$ cat src/rtl/assert_macros.svh
// assertion helpers used by rtcprr_core
`ifndef ASSERT_MACROS_SVH
`define ASSERT_MACROS_SVH

`ifndef SYNTHESIS

// checked while out of reset
`define ASSERT_AT(lbl, clk, rst_n, prop, msg) \
	lbl: assert property (@(posedge clk) disable iff (!(rst_n)) (prop)) else $error(msg);

// checked on every edge, reset included
`define ASSERT_ALWAYS(lbl, clk, prop, msg) \
	lbl: assert property (@(posedge clk) (prop)) else $error(msg);

`else

`define ASSERT_AT(lbl, clk, rst_n, prop, msg)
`define ASSERT_ALWAYS(lbl, clk, prop, msg)

`endif

`endif

$ cat src/rtl/rtcprr_pkg.sv
`timescale 1ns / 1ps

package rtcprr_pkg;

	// configuration register indexes
	localparam logic CFG_OWN_SSRC    = 1'b0;
	localparam logic CFG_INACT_LIMIT = 1'b1;

	localparam logic [7:0] INACT_LIMIT_RESET = 8'd5;

	localparam logic KIND_RR  = 1'b0;
	localparam logic KIND_BYE = 1'b1;

	localparam logic [7:0]  FRAC_MAX = 8'hFF;
	localparam logic [23:0] CUM_MAX  = 24'h7FFFFF;
	localparam logic [23:0] CUM_MIN  = 24'h800000;

	// width of the shared subtractor
	localparam int ALU_W = 34;

	typedef struct packed {
		logic [31:0] packets_received;
		logic [31:0] extended_highest;
		logic [31:0] base_seq;
		logic [31:0] interarrival_jitter;
		logic [31:0] source_id;
		logic [31:0] last_sr_stamp;
		logic [31:0] delay;
	} item_t;

	typedef struct packed {
		logic        result_kind;
		logic [31:0] reporter_id;
		logic [31:0] reported_id;
		logic [7:0]  fraction_lost;
		logic [23:0] cumulative_lost;
		logic [31:0] extended_highest;
		logic [31:0] jitter_out;
		logic [31:0] last_sr_stamp;
		logic [31:0] delay_out;
	} result_t;

	function automatic logic [ALU_W-1:0] sext32(input logic [31:0] v);
		sext32 = {{(ALU_W-32){v[31]}}, v};
	endfunction

	function automatic logic [ALU_W-1:0] zext32(input logic [31:0] v);
		zext32 = {{(ALU_W-32){1'b0}}, v};
	endfunction

endpackage

$ cat src/rtl/rtcprr_core.sv
`timescale 1ns / 1ps
`include "assert_macros.svh"

module rtcprr_core
	import rtcprr_pkg::*;
(
	input  logic        clk,
	input  logic        arst_n,
	input  logic        start,
	input  item_t       item,
	input  logic [31:0] own_ssrc,
	input  logic [7:0]  inact_limit,
	output logic        in_ready,
	output logic        res_valid,
	input  logic        res_ready,
	output result_t     res
);

	localparam logic [3:0] ST_IDLE = 4'd0;
	localparam logic [3:0] ST_CHK  = 4'd1;
	localparam logic [3:0] ST_EXP  = 4'd2;
	localparam logic [3:0] ST_CYE  = 4'd3;
	localparam logic [3:0] ST_CYR  = 4'd4;
	localparam logic [3:0] ST_LOST = 4'd5;
	localparam logic [3:0] ST_CUM  = 4'd6;
	localparam logic [3:0] ST_CMP  = 4'd7;
	localparam logic [3:0] ST_DIV  = 4'd8;
	localparam logic [3:0] ST_WAIT = 4'd9;

	logic [3:0]       state_q;
	item_t            item_q;
	logic [31:0]      exp_prior_q;
	logic [31:0]      recv_prior_q;
	logic [7:0]       inact_q;
	logic             halted_q;
	logic [31:0]      cum_exp_q;
	logic [31:0]      cyc_exp_q;
	logic [31:0]      cyc_recv_q;
	logic [ALU_W-1:0] lost_q;
	logic [23:0]      cum_lost_q;
	logic [31:0]      rem_q;
	logic [7:0]       frac_q;
	logic [2:0]       step_q;
	logic             kind_q;
	logic             res_valid_q;
	result_t          res_q;

	logic [ALU_W-1:0] alu_a;
	logic [ALU_W-1:0] alu_b;
	logic             alu_inc;
	logic [ALU_W-1:0] alu_res;
	logic [7:0]       inact_next;
	logic             exp_pos;
	logic             lost_pos;
	logic             out_free;
	result_t          res_next;

	// the one shared subtractor
	assign alu_res = alu_a - alu_b + {{(ALU_W-1){1'b0}}, alu_inc};

	always_comb begin
		alu_a   = '0;
		alu_b   = '0;
		alu_inc = 1'b0;
		case (state_q)
			ST_CHK, ST_CYR: begin
				alu_a = zext32(item_q.packets_received);
				alu_b = zext32(recv_prior_q);
			end
			ST_EXP: begin
				alu_a   = zext32(item_q.extended_highest);
				alu_b   = zext32(item_q.base_seq);
				alu_inc = 1'b1;
			end
			ST_CYE: begin
				alu_a = zext32(cum_exp_q);
				alu_b = zext32(exp_prior_q);
			end
			ST_LOST: begin
				alu_a = sext32(cyc_exp_q);
				alu_b = sext32(cyc_recv_q);
			end
			ST_CUM: begin
				alu_a = zext32(cum_exp_q);
				alu_b = zext32(item_q.packets_received);
			end
			ST_CMP: begin
				alu_a = lost_q;
				alu_b = sext32(cyc_exp_q);
			end
			ST_DIV: begin
				alu_a = {{(ALU_W-33){1'b0}}, rem_q, 1'b0};
				alu_b = zext32(cyc_exp_q);
			end
			default: begin
				alu_a   = '0;
				alu_b   = '0;
				alu_inc = 1'b0;
			end
		endcase
	end

	assign inact_next = inact_q + 8'd1;
	assign exp_pos    = !cyc_exp_q[31] && (cyc_exp_q != 32'd0);
	assign lost_pos   = !lost_q[ALU_W-1] && (lost_q != '0);
	assign out_free   = !res_valid_q || res_ready;

	always_comb begin
		res_next             = '0;
		res_next.result_kind = kind_q;
		res_next.reporter_id = own_ssrc;
		res_next.reported_id = item_q.source_id;
		if (kind_q == KIND_RR) begin
			res_next.fraction_lost    = frac_q;
			res_next.cumulative_lost  = cum_lost_q;
			res_next.extended_highest = item_q.extended_highest;
			res_next.jitter_out       = item_q.interarrival_jitter;
			res_next.last_sr_stamp    = item_q.last_sr_stamp;
			res_next.delay_out        = item_q.delay;
		end
	end

	always_ff @(posedge clk) begin
		if (start) begin
			item_q <= item;
		end
		case (state_q)
			ST_EXP:  cum_exp_q  <= alu_res[31:0];
			ST_CYE:  cyc_exp_q  <= alu_res[31:0];
			ST_CYR:  cyc_recv_q <= alu_res[31:0];
			ST_LOST: lost_q     <= alu_res;
			ST_CUM: begin
				if (!alu_res[31] && (alu_res[30:23] != 8'd0)) begin
					cum_lost_q <= CUM_MAX;
				end else if (alu_res[31] && (alu_res[30:23] != 8'hFF)) begin
					cum_lost_q <= CUM_MIN;
				end else begin
					cum_lost_q <= alu_res[23:0];
				end
			end
			ST_CMP: begin
				rem_q  <= lost_q[31:0];
				frac_q <= (exp_pos && lost_pos && !alu_res[ALU_W-1]) ? FRAC_MAX : 8'd0;
			end
			ST_DIV: begin
				if (!alu_res[ALU_W-1]) begin
					rem_q  <= alu_res[31:0];
					frac_q <= {frac_q[6:0], 1'b1};
				end else begin
					rem_q  <= {rem_q[30:0], 1'b0};
					frac_q <= {frac_q[6:0], 1'b0};
				end
			end
			default: ;
		endcase
		if (state_q == ST_WAIT && out_free) begin
			res_q <= res_next;
		end
	end

	always_ff @(posedge clk or negedge arst_n) begin
		if (!arst_n) begin
			state_q      <= ST_IDLE;
			exp_prior_q  <= '0;
			recv_prior_q <= '0;
			inact_q      <= '0;
			halted_q     <= 1'b0;
			kind_q       <= KIND_RR;
			step_q       <= '0;
			res_valid_q  <= 1'b0;
		end else begin
			if (state_q == ST_WAIT && out_free) begin
				res_valid_q <= 1'b1;
			end else if (res_ready) begin
				res_valid_q <= 1'b0;
			end
			case (state_q)
				ST_IDLE: begin
					if (start && !halted_q) begin
						state_q <= ST_CHK;
					end
				end
				ST_CHK: begin
					if (alu_res == '0) begin
						inact_q <= inact_next;
						if (inact_next == inact_limit) begin
							halted_q <= 1'b1;
							kind_q   <= KIND_BYE;
							state_q  <= ST_WAIT;
						end else begin
							state_q <= ST_IDLE;
						end
					end else begin
						kind_q  <= KIND_RR;
						state_q <= ST_EXP;
					end
				end
				ST_EXP:  state_q <= ST_CYE;
				ST_CYE:  state_q <= ST_CYR;
				ST_CYR:  state_q <= ST_LOST;
				ST_LOST: state_q <= ST_CUM;
				ST_CUM:  state_q <= ST_CMP;
				ST_CMP: begin
					step_q <= '0;
					if (exp_pos && lost_pos && alu_res[ALU_W-1]) begin
						state_q <= ST_DIV;
					end else begin
						state_q <= ST_WAIT;
					end
				end
				ST_DIV: begin
					step_q <= step_q + 3'd1;
					if (step_q == 3'd7) begin
						state_q <= ST_WAIT;
					end
				end
				ST_WAIT: begin
					if (out_free) begin
						state_q <= ST_IDLE;
						if (kind_q == KIND_RR) begin
							exp_prior_q  <= cum_exp_q;
							recv_prior_q <= item_q.packets_received;
						end
					end
				end
				default: state_q <= ST_IDLE;
			endcase
		end
	end

	assign in_ready  = (state_q == ST_IDLE);
	assign res_valid = res_valid_q;
	assign res       = res_q;

	`ASSERT_AT(a_halt_sticks, clk, arst_n, halted_q |=> halted_q, "halt flag cleared")
	`ASSERT_AT(a_div_bounds, clk, arst_n, (state_q == ST_DIV) |-> (!cyc_exp_q[31] && (rem_q < cyc_exp_q)), "divide remainder out of range")
	`ASSERT_AT(a_bye_zero, clk, arst_n, (res_valid_q && res_q.result_kind) |-> ((res_q.fraction_lost == 8'd0) && (res_q.cumulative_lost == 24'd0) && (res_q.delay_out == 32'd0)), "bye beat carries report fields")
	`ASSERT_AT(a_no_work_halted, clk, arst_n, ($past(halted_q) && ($past(state_q) == ST_IDLE)) |-> (state_q == ST_IDLE), "work started after halt")

endmodule

$ cat src/rtl/rtcp_receiver_report_stats.sv
`timescale 1ns / 1ps

// Builds one RTCP receiver report per report tick from the receiver's counters, or, on the
// inactivity_limit-th tick since reset with no new packets, a single bye beat, after which
// the block stays halted until reset and swallows further ticks. One 34-bit subtractor is
// shared by a small sequencer that walks a report from the accepted beat to the result
// register, adding an 8-step restoring divide when the loss fraction needs it.
// s_tready is high only while the sequencer is idle; a finished result waits in the output
// register and the sequencer holds until that register is free.

module rtcp_receiver_report_stats
	import rtcprr_pkg::*;
(
	input  logic         clk,
	input  logic         arst_n,
	input  logic         s_tvalid,
	output logic         s_tready,
	// packets_received, highest_seq, seq_cycles, base_seq, interarrival_jitter,
	// source_id, sr_ntp_high, sr_ntp_low, since_sr_delay
	input  logic [255:0] s_tdata,
	// sr_seen
	input  logic         s_tuser,
	output logic         m_tvalid,
	input  logic         m_tready,
	// reporter_id, reported_id, fraction_lost, cumulative_lost, extended_highest,
	// jitter_out, last_sr_stamp, delay_out
	output logic [223:0] m_tdata,
	// result_kind
	output logic         m_tuser,
	input  logic         cfg_valid,
	output logic         cfg_ready,
	input  logic         cfg_index,
	input  logic [31:0]  cfg_data
);

	logic [31:0] own_ssrc_q;
	logic [7:0]  inact_limit_q;
	item_t       item;
	result_t     res;
	logic        start;

	assign cfg_ready = 1'b1;

	always_ff @(posedge clk or negedge arst_n) begin
		if (!arst_n) begin
			own_ssrc_q    <= '0;
			inact_limit_q <= INACT_LIMIT_RESET;
		end else if (cfg_valid && cfg_ready) begin
			case (cfg_index)
				CFG_OWN_SSRC:    own_ssrc_q    <= cfg_data;
				CFG_INACT_LIMIT: inact_limit_q <= cfg_data[7:0];
				default: ;
			endcase
		end
	end

	// unpack the input beat
	always_comb begin
		item.packets_received    = s_tdata[31:0];
		item.extended_highest    = {s_tdata[63:48], s_tdata[47:32]};
		item.base_seq            = s_tdata[95:64];
		item.interarrival_jitter = s_tdata[127:96];
		item.source_id           = s_tdata[159:128];
		item.last_sr_stamp       = {s_tdata[175:160], s_tdata[223:208]};
		item.delay               = s_tuser ? s_tdata[255:224] : 32'd0;
	end

	assign start = s_tvalid && s_tready;

	rtcprr_core u_core (
		.clk         (clk),
		.arst_n      (arst_n),
		.start       (start),
		.item        (item),
		.own_ssrc    (own_ssrc_q),
		.inact_limit (inact_limit_q),
		.in_ready    (s_tready),
		.res_valid   (m_tvalid),
		.res_ready   (m_tready),
		.res         (res)
	);

	assign m_tdata = {res.delay_out, res.last_sr_stamp, res.jitter_out, res.extended_highest,
		res.cumulative_lost, res.fraction_lost, res.reported_id, res.reporter_id};
	assign m_tuser = res.result_kind;

endmodule

$ cat config.mk
export PLATFORM = sky130hd
export DESIGN_NAME = rtcp_receiver_report_stats
export DESIGN_NICKNAME = d
export VERILOG_FILES = /design/src/rtl/rtcprr_pkg.sv /design/src/rtl/rtcprr_core.sv /design/src/rtl/rtcp_receiver_report_stats.sv
export VERILOG_INCLUDE_DIRS = /design/src /design/src/rtl
export SDC_FILE = /design/constraint.sdc
export NUM_CORES = 1
export LEC_CHECK = 0
export BUFFER_PORTS_ARGS = -buffer_cell sky130_fd_sc_hd__buf_2
export CAP_MARGIN = 0
export CORE_MARGIN = 3
export CORE_UTILIZATION = 51
export DETAILED_ROUTE_END_ITERATION = 10
export MAX_ROUTING_LAYER = met4
export PLACE_DENSITY_LB_ADDON = 0.12
export SKIP_LAST_GASP = 1
export SYNTH_ARGS = -nofsm -noshare
export SYNTH_HDL_FRONTEND = slang
export SYNTH_SLANG_ARGS = --single-unit
$ cat constraint.sdc
create_clock -name clk -period 12 [get_ports clk]
set_input_delay 2.4 -clock clk [delete_from_list [all_inputs] [get_ports clk]]
set_output_delay 2.4 -clock clk [all_outputs]
set_load 0.1 [all_outputs]
-- Word level (Yosys, flattened, before mapping)
Cells that the tools add are included.
- multiplexer cells: 21
- reductions and logical operators: 33
- equality and inequality tests: 16
- bitwise gates (word level): 2
- add/sub/neg operators: 4
- operators with widths (operator ; count):
    34-bit one-hot mux with 7 select lines ; 1
    34-bit one-hot mux with 6 select lines ; 1
    32-bit one-hot mux with 2 select lines ; 1
    4-bit one-hot mux with 10 select lines ; 1
    34-bit by 1-bit adder with 34-bit output ; 1
    34-bit logical NOT ; 1
    34-bit nonzero test ; 1
    34-bit subtractor ; 1
    32-bit 2-to-1 mux ; 1
    32-bit nonzero test ; 1
    24-bit 2-to-1 mux ; 1
    4-bit 2-to-1 mux ; 5
    4-bit by 3-bit equality test with 1-bit output, second input constant ; 4
    8-bit one-hot mux with 2 select lines ; 1
    1-bit logical AND ; 10
    3-bit AND reduction ; 3
    8-bit by 1-bit adder with 8-bit output, second input constant ; 1
    4-bit by 2-bit equality test with 1-bit output, second input constant ; 2
    4-bit equality test, second input constant ; 2
    8-bit equality test ; 1
    8-bit 2-to-1 mux ; 1
    8-bit != test, second input constant ; 1
    2-bit AND reduction ; 4
    8-bit nonzero test ; 1
    other kinds (13) ; 29
- output and inout port bits: 228
- input port bits: 295
- logic and storage cells: 109
- register bits: 765

-- Longest topological paths before layout
Gate-level depths: netlist of run 1.
- depth after elaboration: 9
- mapped depth: 22
- mapped depth without buffers: 19

-- By module
From an unflattened synthesis of run 1, not the netlist that was laid out.
- cell total of the unflattened synthesis: 2061
- area, all modules: 31193.7 um^2
- modules (own cells, without submodules) (module ; cells each ; area an instance (um^2) ; times used):
    rtcprr_core ; 1937 ; 29343.1 ; 1
    rtcp_receiver_report_stats ; 124 ; 1850.5 ; 1

-- Least setup slack after synthesis of run 1
OpenSTA, ideal clock, no wires.
- path type: input port to flip-flop
- from: input m_tready
- to: register u_core.exp_prior_q[10]
- arrival: 14.077 ns
- stages: 6
- required time: 11.875 ns
- setup slack: -2.202 ns
- path through: nand2b_1 nor2b_1 nor2b_1 clkbuf_1 clkbuf_1 mux2_2
- longest elaborated chain between the ends: 2
- ends and longest elaborated chain (item ; line ; source):
    start: declaration ; rtcp_receiver_report_stats.sv:24 ; input logic m_tready,
    1-bit logical OR ; rtcprr_core.sv:106 ; assign out_free = !res_valid_q || res_ready;
    3-bit AND reduction (no line) ; -- ;
    end signal: assignment ; rtcprr_core.sv:221 ; exp_prior_q <= cum_exp_q;
    end: declaration ; rtcprr_core.sv:32 ; logic [31:0] exp_prior_q;
Every way passes these cells.
A chain may end at the register's enable or synchronous reset.

-- Worst setup path in the final report of run 1
- from: register u_core.state_q[1]
- to: register u_core.cum_lost_q[7] (data pin)
- longest elaborated chain between the ends: 8
- elaborated cells between the ends (all ways): 21
- ends and longest elaborated chain (item ; line ; source):
    start: declaration ; rtcprr_core.sv:30 ; logic [3:0] state_q;
    start signal: assignment ; rtcprr_core.sv:163 ; state_q <= ST_IDLE;
    start signal: assignment ; rtcprr_core.sv:180 ; state_q <= ST_CHK;
    start signal: assignment ; rtcprr_core.sv:189 ; state_q <= ST_WAIT;
    4-bit by 3-bit equality test with 1-bit output, or another cell as far along ; rtcprr_core.sv:65 ; case (state_q)
    2-bit OR reduction (on tied branches) ; -- ;
    34-bit one-hot mux with 7 select lines / 34-bit one-hot mux with 6 select lines (equally long branches) ; rtcprr_core.sv:65 ;
    34-bit subtractor ; rtcprr_core.sv:59 ; assign alu_res = alu_a - alu_b + {{(ALU_W-1){1'b0}}, alu_inc};
    34-bit by 1-bit adder with 34-bit output * ; rtcprr_core.sv:59 ;
    via u_core.alu_res[29] ; rtcprr_core.sv:51 ; logic [ALU_W-1:0] alu_res;
    8-bit != test ; rtcprr_core.sv:135 ; end else if (alu_res[31] && (alu_res[30:23] != 8'hFF)) begin
    1-bit logical AND ; rtcprr_core.sv:135 ;
    24-bit 2-to-1 mux ; rtcprr_core.sv:135 ;
    end signal: assignment ; rtcprr_core.sv:138 ; cum_lost_q <= alu_res[23:0];
    end: declaration ; rtcprr_core.sv:40 ; logic [23:0] cum_lost_q;
The timed path passes the listed nets; every way through them passes the cells marked *.

==> out/metrics.cfg, run 1 <==
[yosys]
netlist.area_leader.share_pct=61.0
synthCells=2132
syn_area_um2=31700
yosys-top-cells-area=edfxtp_1 61%, dfrtp_1 9.5%, mux2_2 3.7%
yosysSeqAreaShare_pct=70.6
async_flop_share_pct=15.9
ys.flop_type=edfxtp_1
yosys_warnings=0
syn-num-nets=2497
synthDistinctLibCells=85
synth_most_common_cell=edfxtp_1
synth_edf_count=643
synth_top_area_cell=edfxtp_1
syn_avg_cell_area_um2=14.9
synth_common_cells=643 x edfxtp_1, 167 x nor2b_1, 160 x nand2_1, 120 x dfrtp_1, 104 x mux2_2
synth-seq-cells=765

[worst_setup_path]
startpoint_type=flop
cp-end-kind=flop
crit_path_max_fanout=69
critPathCapture=u_core.cum_lost_q[7]$_SDFFCE_PP1N_
rr_endpoint=u_core.cum_lost_q[7]$_SDFFCE_PP1N_
critPathKind=flop to flop
r2r_start=u_core.state_q[1]$_DFFE_PN0P_
arrival_ns=7.57
crit_start=u_core.state_q[1]$_DFFE_PN0P_
reg2reg_slack_ns=4.71
rr_worst_depth=18
required_ns=12.28

[clock_tree]
cts_num_sinks=765
ctsResizeCount=0
cts_tree=built
cts_hold_buf=0
clkTransAtPathRegs_ns=0.06
postCtsSetupBuffers=0
htree_num_levels=3
clockRootBuffer=clkbuf_16
worstSkewPairLatency_ns=0.61
cts_buffers=78
cts_buffer_depth=3

[sta]
finalHoldViolCount=0
rsz0062_at_grt=no
finClkSkew_ns=0.0151
period_share_pct=60.7
fmax_ghz=0.137
setup_tns_ns=0
tightestPinTransition_ns=1.19
whs_ns=0.418
maxSlewViolCount=0
finalSetupViolCount=0
period_minus_slack_ns=7.29
max-slew-margin-rel_pct=20.6

[floorplanning]
core_area_um2=60900
boundaryPins=523
dieWidth_um=255
start_util_pct=52.0
die_h_um=255
placementRows=90
dieArea_um2=65100

[finish]
nFillCells=4679
multi_input_comb_area_um2=8710
area_growth_pct=18.3
regArea_um2=22400
drive_above_1_share_pct=28.7
fin_util_pct=61.5
fin_nets=2977

[job]
maxCapViolCount=0

[status]
status=finished, final reports clean

[hold_path]
min-delay-path-class=flop to flop

[global_route]
grt_max_degree=174
grt_overflow=0
antenna_found_initial=7
grt_pass1_wl_mm=118
grt_pass1_vias=19700
grt_usage_pct=24.4

[route]
postRouteAntennaNets=0
avgViaCountPerCell=5.67
post_drt_wl_per_cell_um=22.5
drt_iter0_markers=1945
routed_wl_mm=78.9
vias=19900
dr.pass1.iters=7
drc=0

[placed_design]
dp_hpwl_mm=52.3
place.gp.congestion=0.911
portBuffers=489

-- sequential cells by signal, summed over array words and instances (netlist names), 3 cells and up --
name and count:
u_core.frac_q 8, u_core.res 225, u_core.cyc_recv_q 32, u_core.step_q 3
u_core.lost_q 34, u_core.cum_exp_q 32, u_core.rem_q 32, u_core.inact_q 8
u_core.exp_prior_q 32, u_core.cyc_exp_q 32, u_core.cum_lost_q 24, u_core.item_q 224
inact_limit_q 8, u_core.state_q 4, u_core.recv_prior_q 32, own_ssrc_q 32
-- cells in the final DEF (no fill, tap or decap), types with 39 or more instances in the layout --
cell type  synthesis  final
a21oi_1           55     55
a22oi_1           97     97
and2_1            40     39
buf_2             21    488
clkbuf_16          0     80
dfrtp_1          120    119
edfxtp_1         643    643
ha_1              69     69
inv_1             40     40
mux2_2           104    104
nand2_1          160    157
nand3_1           52     52
nor2_1            50     49
nor2b_1          167    164
o21ai_0           66     66
-- routing by layer --
layer  share of wire [%]  up-vias  GRT usage, %
met1                  41     9854          32.0
met5                   0        -             -
met4                 2.8        0          8.29
li1                    -     9144             -
met3                 7.2      152          4.65
met2                  49      782          38.7
-- metrics by stage --
stage / area, µm² / worst slack [ns] / cells
after floorplan: 31700 / 2.14 / 2132
after global placement: 34900 / 4.92 / 3360
after detailed placement: 34900 / 4.74 / 3360
after CTS: 37400 / 4.74 / 3503
after global routing: 37400 / 4.23 / 3510
final: 37500 / 4.71 / 3513
-- cell type report --
cell class | count | area share [%]
clock buffers | 99 | 5.59
clock inverters | 44 | 1.10
well taps | 828 | 2.77
flip-flops and latches | 765 | 59.7
inverters | 40 | 0.401
repair buffers | 515 | 7.10
diodes | 10 | 0.0668
multi-input cells | 1212 | 23.3
-- critical path, stage by stage, from the launching register on --
cell,delay (ns)
dfrtp_1,0.49
nor3_1,0.44
nand2_2,0.08
buf_4,0.32
nand2_2,0.33
buf_4,0.45
buf_4,0.51
a221oi_1,0.20
ha_1,0.34
ha_1,0.45
nand2_1,0.18
o21ai_1,0.42
o21ai_0,0.26
a211oi_1,0.32
a211oi_2,0.17
a21oi_1,0.51
nand4_1,0.33
nand2_1,0.87
o21ai_0,0.27
-- worst min-delay path by stage --
stage / start / to / slack (ns) / cells after the start
floorplan: u_core.item_q[64]$_DFFE_PP_ / u_core.res[160]$_DFFE_PP_ / 0.40 / 0
global placement: u_core.item_q[91]$_DFFE_PP_ / u_core.res[187]$_DFFE_PP_ / 0.40 / 0
detailed placement: u_core.item_q[71]$_DFFE_PP_ / u_core.res[167]$_DFFE_PP_ / 0.41 / 0
CTS: u_core.item_q[71]$_DFFE_PP_ / u_core.res[167]$_DFFE_PP_ / 0.42 / 0
global route: u_core.item_q[70]$_DFFE_PP_ / u_core.res[166]$_DFFE_PP_ / 0.42 / 0
finish: u_core.item_q[71]$_DFFE_PP_ / u_core.res[167]$_DFFE_PP_ / 0.42 / 0
-- cell families (layout without fill, tap and decap cells) --
| group | count (synthesis) | after routing | share of synthesized area, % |
|---|---|---|---|
| AO/OA/AOI/OAI | 394 | 394 | 9.17 |
| multiplexers | 129 | 129 | 4.49 |
| buffers and inverters | 155 | 698 | 2.03 |
| adder cells (fa/ha/maj) | 70 | 70 | 2.79 |
| other | 1 | 11 | 0.0118 |
| flip-flops | 765 | 765 | 70.6 |
| AND/OR/NAND/NOR | 580 | 580 | 9.82 |
| XOR/XNOR | 38 | 38 | 1.05 |
Power of run 1 is not shown: default switching activity piles up to over one toggle a cycle in this logic, so the estimate is an artifact.
==> inputs of run 2 (changes only) <==
- clock period: 12 -> 6.2 ns (I/O delays scaled with it)
==> out/metrics.cfg, run 2 (synthesized netlist as in run 1, its figures left out) <==
[status]
status=finished, final reports clean

[sta]
fmax_ghz=0.169
finClkSkew_ns=0.0258
period_minus_slack_ns=5.91
setup_tns_ns=0
maxSlewViolCount=0
rsz0062_at_grt=no
period_share_pct=95.3
tightestPinTransition_ns=1.08
finalSetupViolCount=0
max-slew-margin-rel_pct=27.6
finalHoldViolCount=0

[floorplanning]
die_h_um=255
placementRows=90
start_util_pct=52.0
core_area_um2=60900
dieWidth_um=255
boundaryPins=523
dieArea_um2=65100

[route]
drt_iter0_markers=1792
routed_wl_mm=79.0
postRouteAntennaNets=0
dr.pass1.iters=9
drc=0
vias=20100
post_drt_wl_per_cell_um=22.3
avgViaCountPerCell=5.69

[hold_path]
holdPathEnd=u_core.res[166]$_DFFE_PP_
worstHoldStart=u_core.item_q[70]$_DFFE_PP_
min-delay-path-class=flop to flop
hold_depth=0

[clock_tree]
clkTransAtPathRegs_ns=0.06
cts_num_sinks=765
clockRootBuffer=clkbuf_16
cts_tree=built
ctsResizeCount=0
postCtsSetupBuffers=0
cts_buffers=80
cts_buffer_depth=3
worstSkewPairLatency_ns=0.63
htree_num_levels=3
cts_hold_buf=0

[global_route]
antenna_found_initial=10
grt_pass1_wl_mm=118
grt_max_degree=123
grt_pass1_vias=19900
grt_usage_pct=24.5
grt_overflow=0

[placed_design]
dp_hpwl_mm=53.5
place.gp.congestion=0.969
portBuffers=489

[worst_setup_path]
rr_endpoint=u_core.cum_lost_q[6]$_SDFFCE_PP1N_
crit_path_max_fanout=21
r2r_start=u_core.state_q[1]$_DFFE_PN0P_
cp-end-kind=flop
rr_worst_depth=15
reg2reg_slack_ns=0.29
critPathKind=flop to flop
arrival_ns=6.29
crit_start=u_core.state_q[1]$_DFFE_PN0P_
startpoint_type=flop
required_ns=6.58

[job]
maxCapViolCount=0

[finish]
nFillCells=4665
largest_reg_flops=225
layout_commonest_cell=edfxtp_1
final_cell_mix=643 x edfxtp_1, 488 x buf_2, 164 x nor2b_1
area_growth_pct=19.8
drive_above_1_share_pct=29.5
fin_nets=2999

## run 2: changes by cell type in the layout (fill, tap and decap cells not counted), sizes merged
| cell | change |
|---|---|
| clkinv | -7 |
| clkbuf | +14 |
| buf | +20 |
| clkinvlp | +1 |
| bufinv | -2 |
## run 2: how the worst max path moves through the flow
| stage | slack [ns] | endpoint | cells after the start |
|---|---|---|---|
| 2_1_floorplan | 0.01 | u_core.inact_q[1]$_DFFE_PN0P_ | 20 |
| 3_3_place_gp | 0.49 | u_core.cum_lost_q[16]$_SDFFCE_PP1N_ | 15 |
| 3_5_place_dp | 0.38 | u_core.cum_lost_q[20]$_SDFFCE_PP1N_ | 18 |
| 4_1_cts | 0.38 | u_core.cum_lost_q[6]$_SDFFCE_PP1N_ | 15 |
| 5_1_grt | 0.02 | u_core.cum_lost_q[2]$_SDFFCE_PP1N_ | 16 |
| 6_report | 0.29 | u_core.cum_lost_q[6]$_SDFFCE_PP1N_ | 15 |
## run 2: per-layer routing
metal  part of all wire (%)  wire (µm)  up-vias  GRT usage, %
met5                      0          0        -             -
met4                    2.5       1960        0          7.44
met3                    7.4       5840      125          4.63
met2                     50      39200      827          39.5
met1                     41      32000     9992          31.7
li1                       -          -     9191             -
## run 2: worst max-delay path, stage by stage, from the launching register on
cell	delay (ns)
dfrtp_1	0.58
nand2b_1	0.25
nor3_2	0.53
buf_4	0.41
a22oi_1	0.14
nand2_1	0.11
a221oi_1	0.05
ha_1	0.32
ha_1	0.41
a21oi_1	0.36
o21ai_0	0.24
a311oi_2	0.42
a211oi_1	0.15
a211oi_2	0.61
a31oi_1	0.54
o31ai_1	0.52
## run 2: area by class of cell
type                    count  area (µm²)  area share, %
flip-flops and latches    765       22400           59.0
multi-input cells        1212        8730           23.0
repair buffers            535        2980           7.87
clock buffers             113        2260           5.96
well taps                 828        1040           2.73
clock inverters            36         368          0.970
inverters                  40         150          0.396
diodes                     10        25.0         0.0660
## run 2: per-stage QoR
stage                     setup WS [ns]  cells  cell area (µm²)  utilization, %  hold slack (ns)
final                             0.291   3539            37900            62.2            0.419
after floorplan                  0.0137   2132            31700               -            0.400
after CTS                         0.380   3529            37900            62.2            0.419
after global placement            0.495   3380            35300            57.9            0.400
after detailed placement          0.376   3380            35300            57.9            0.405
after global routing             0.0182   3539            37900            62.2            0.421
Power of run 2 is left out for the same reason.
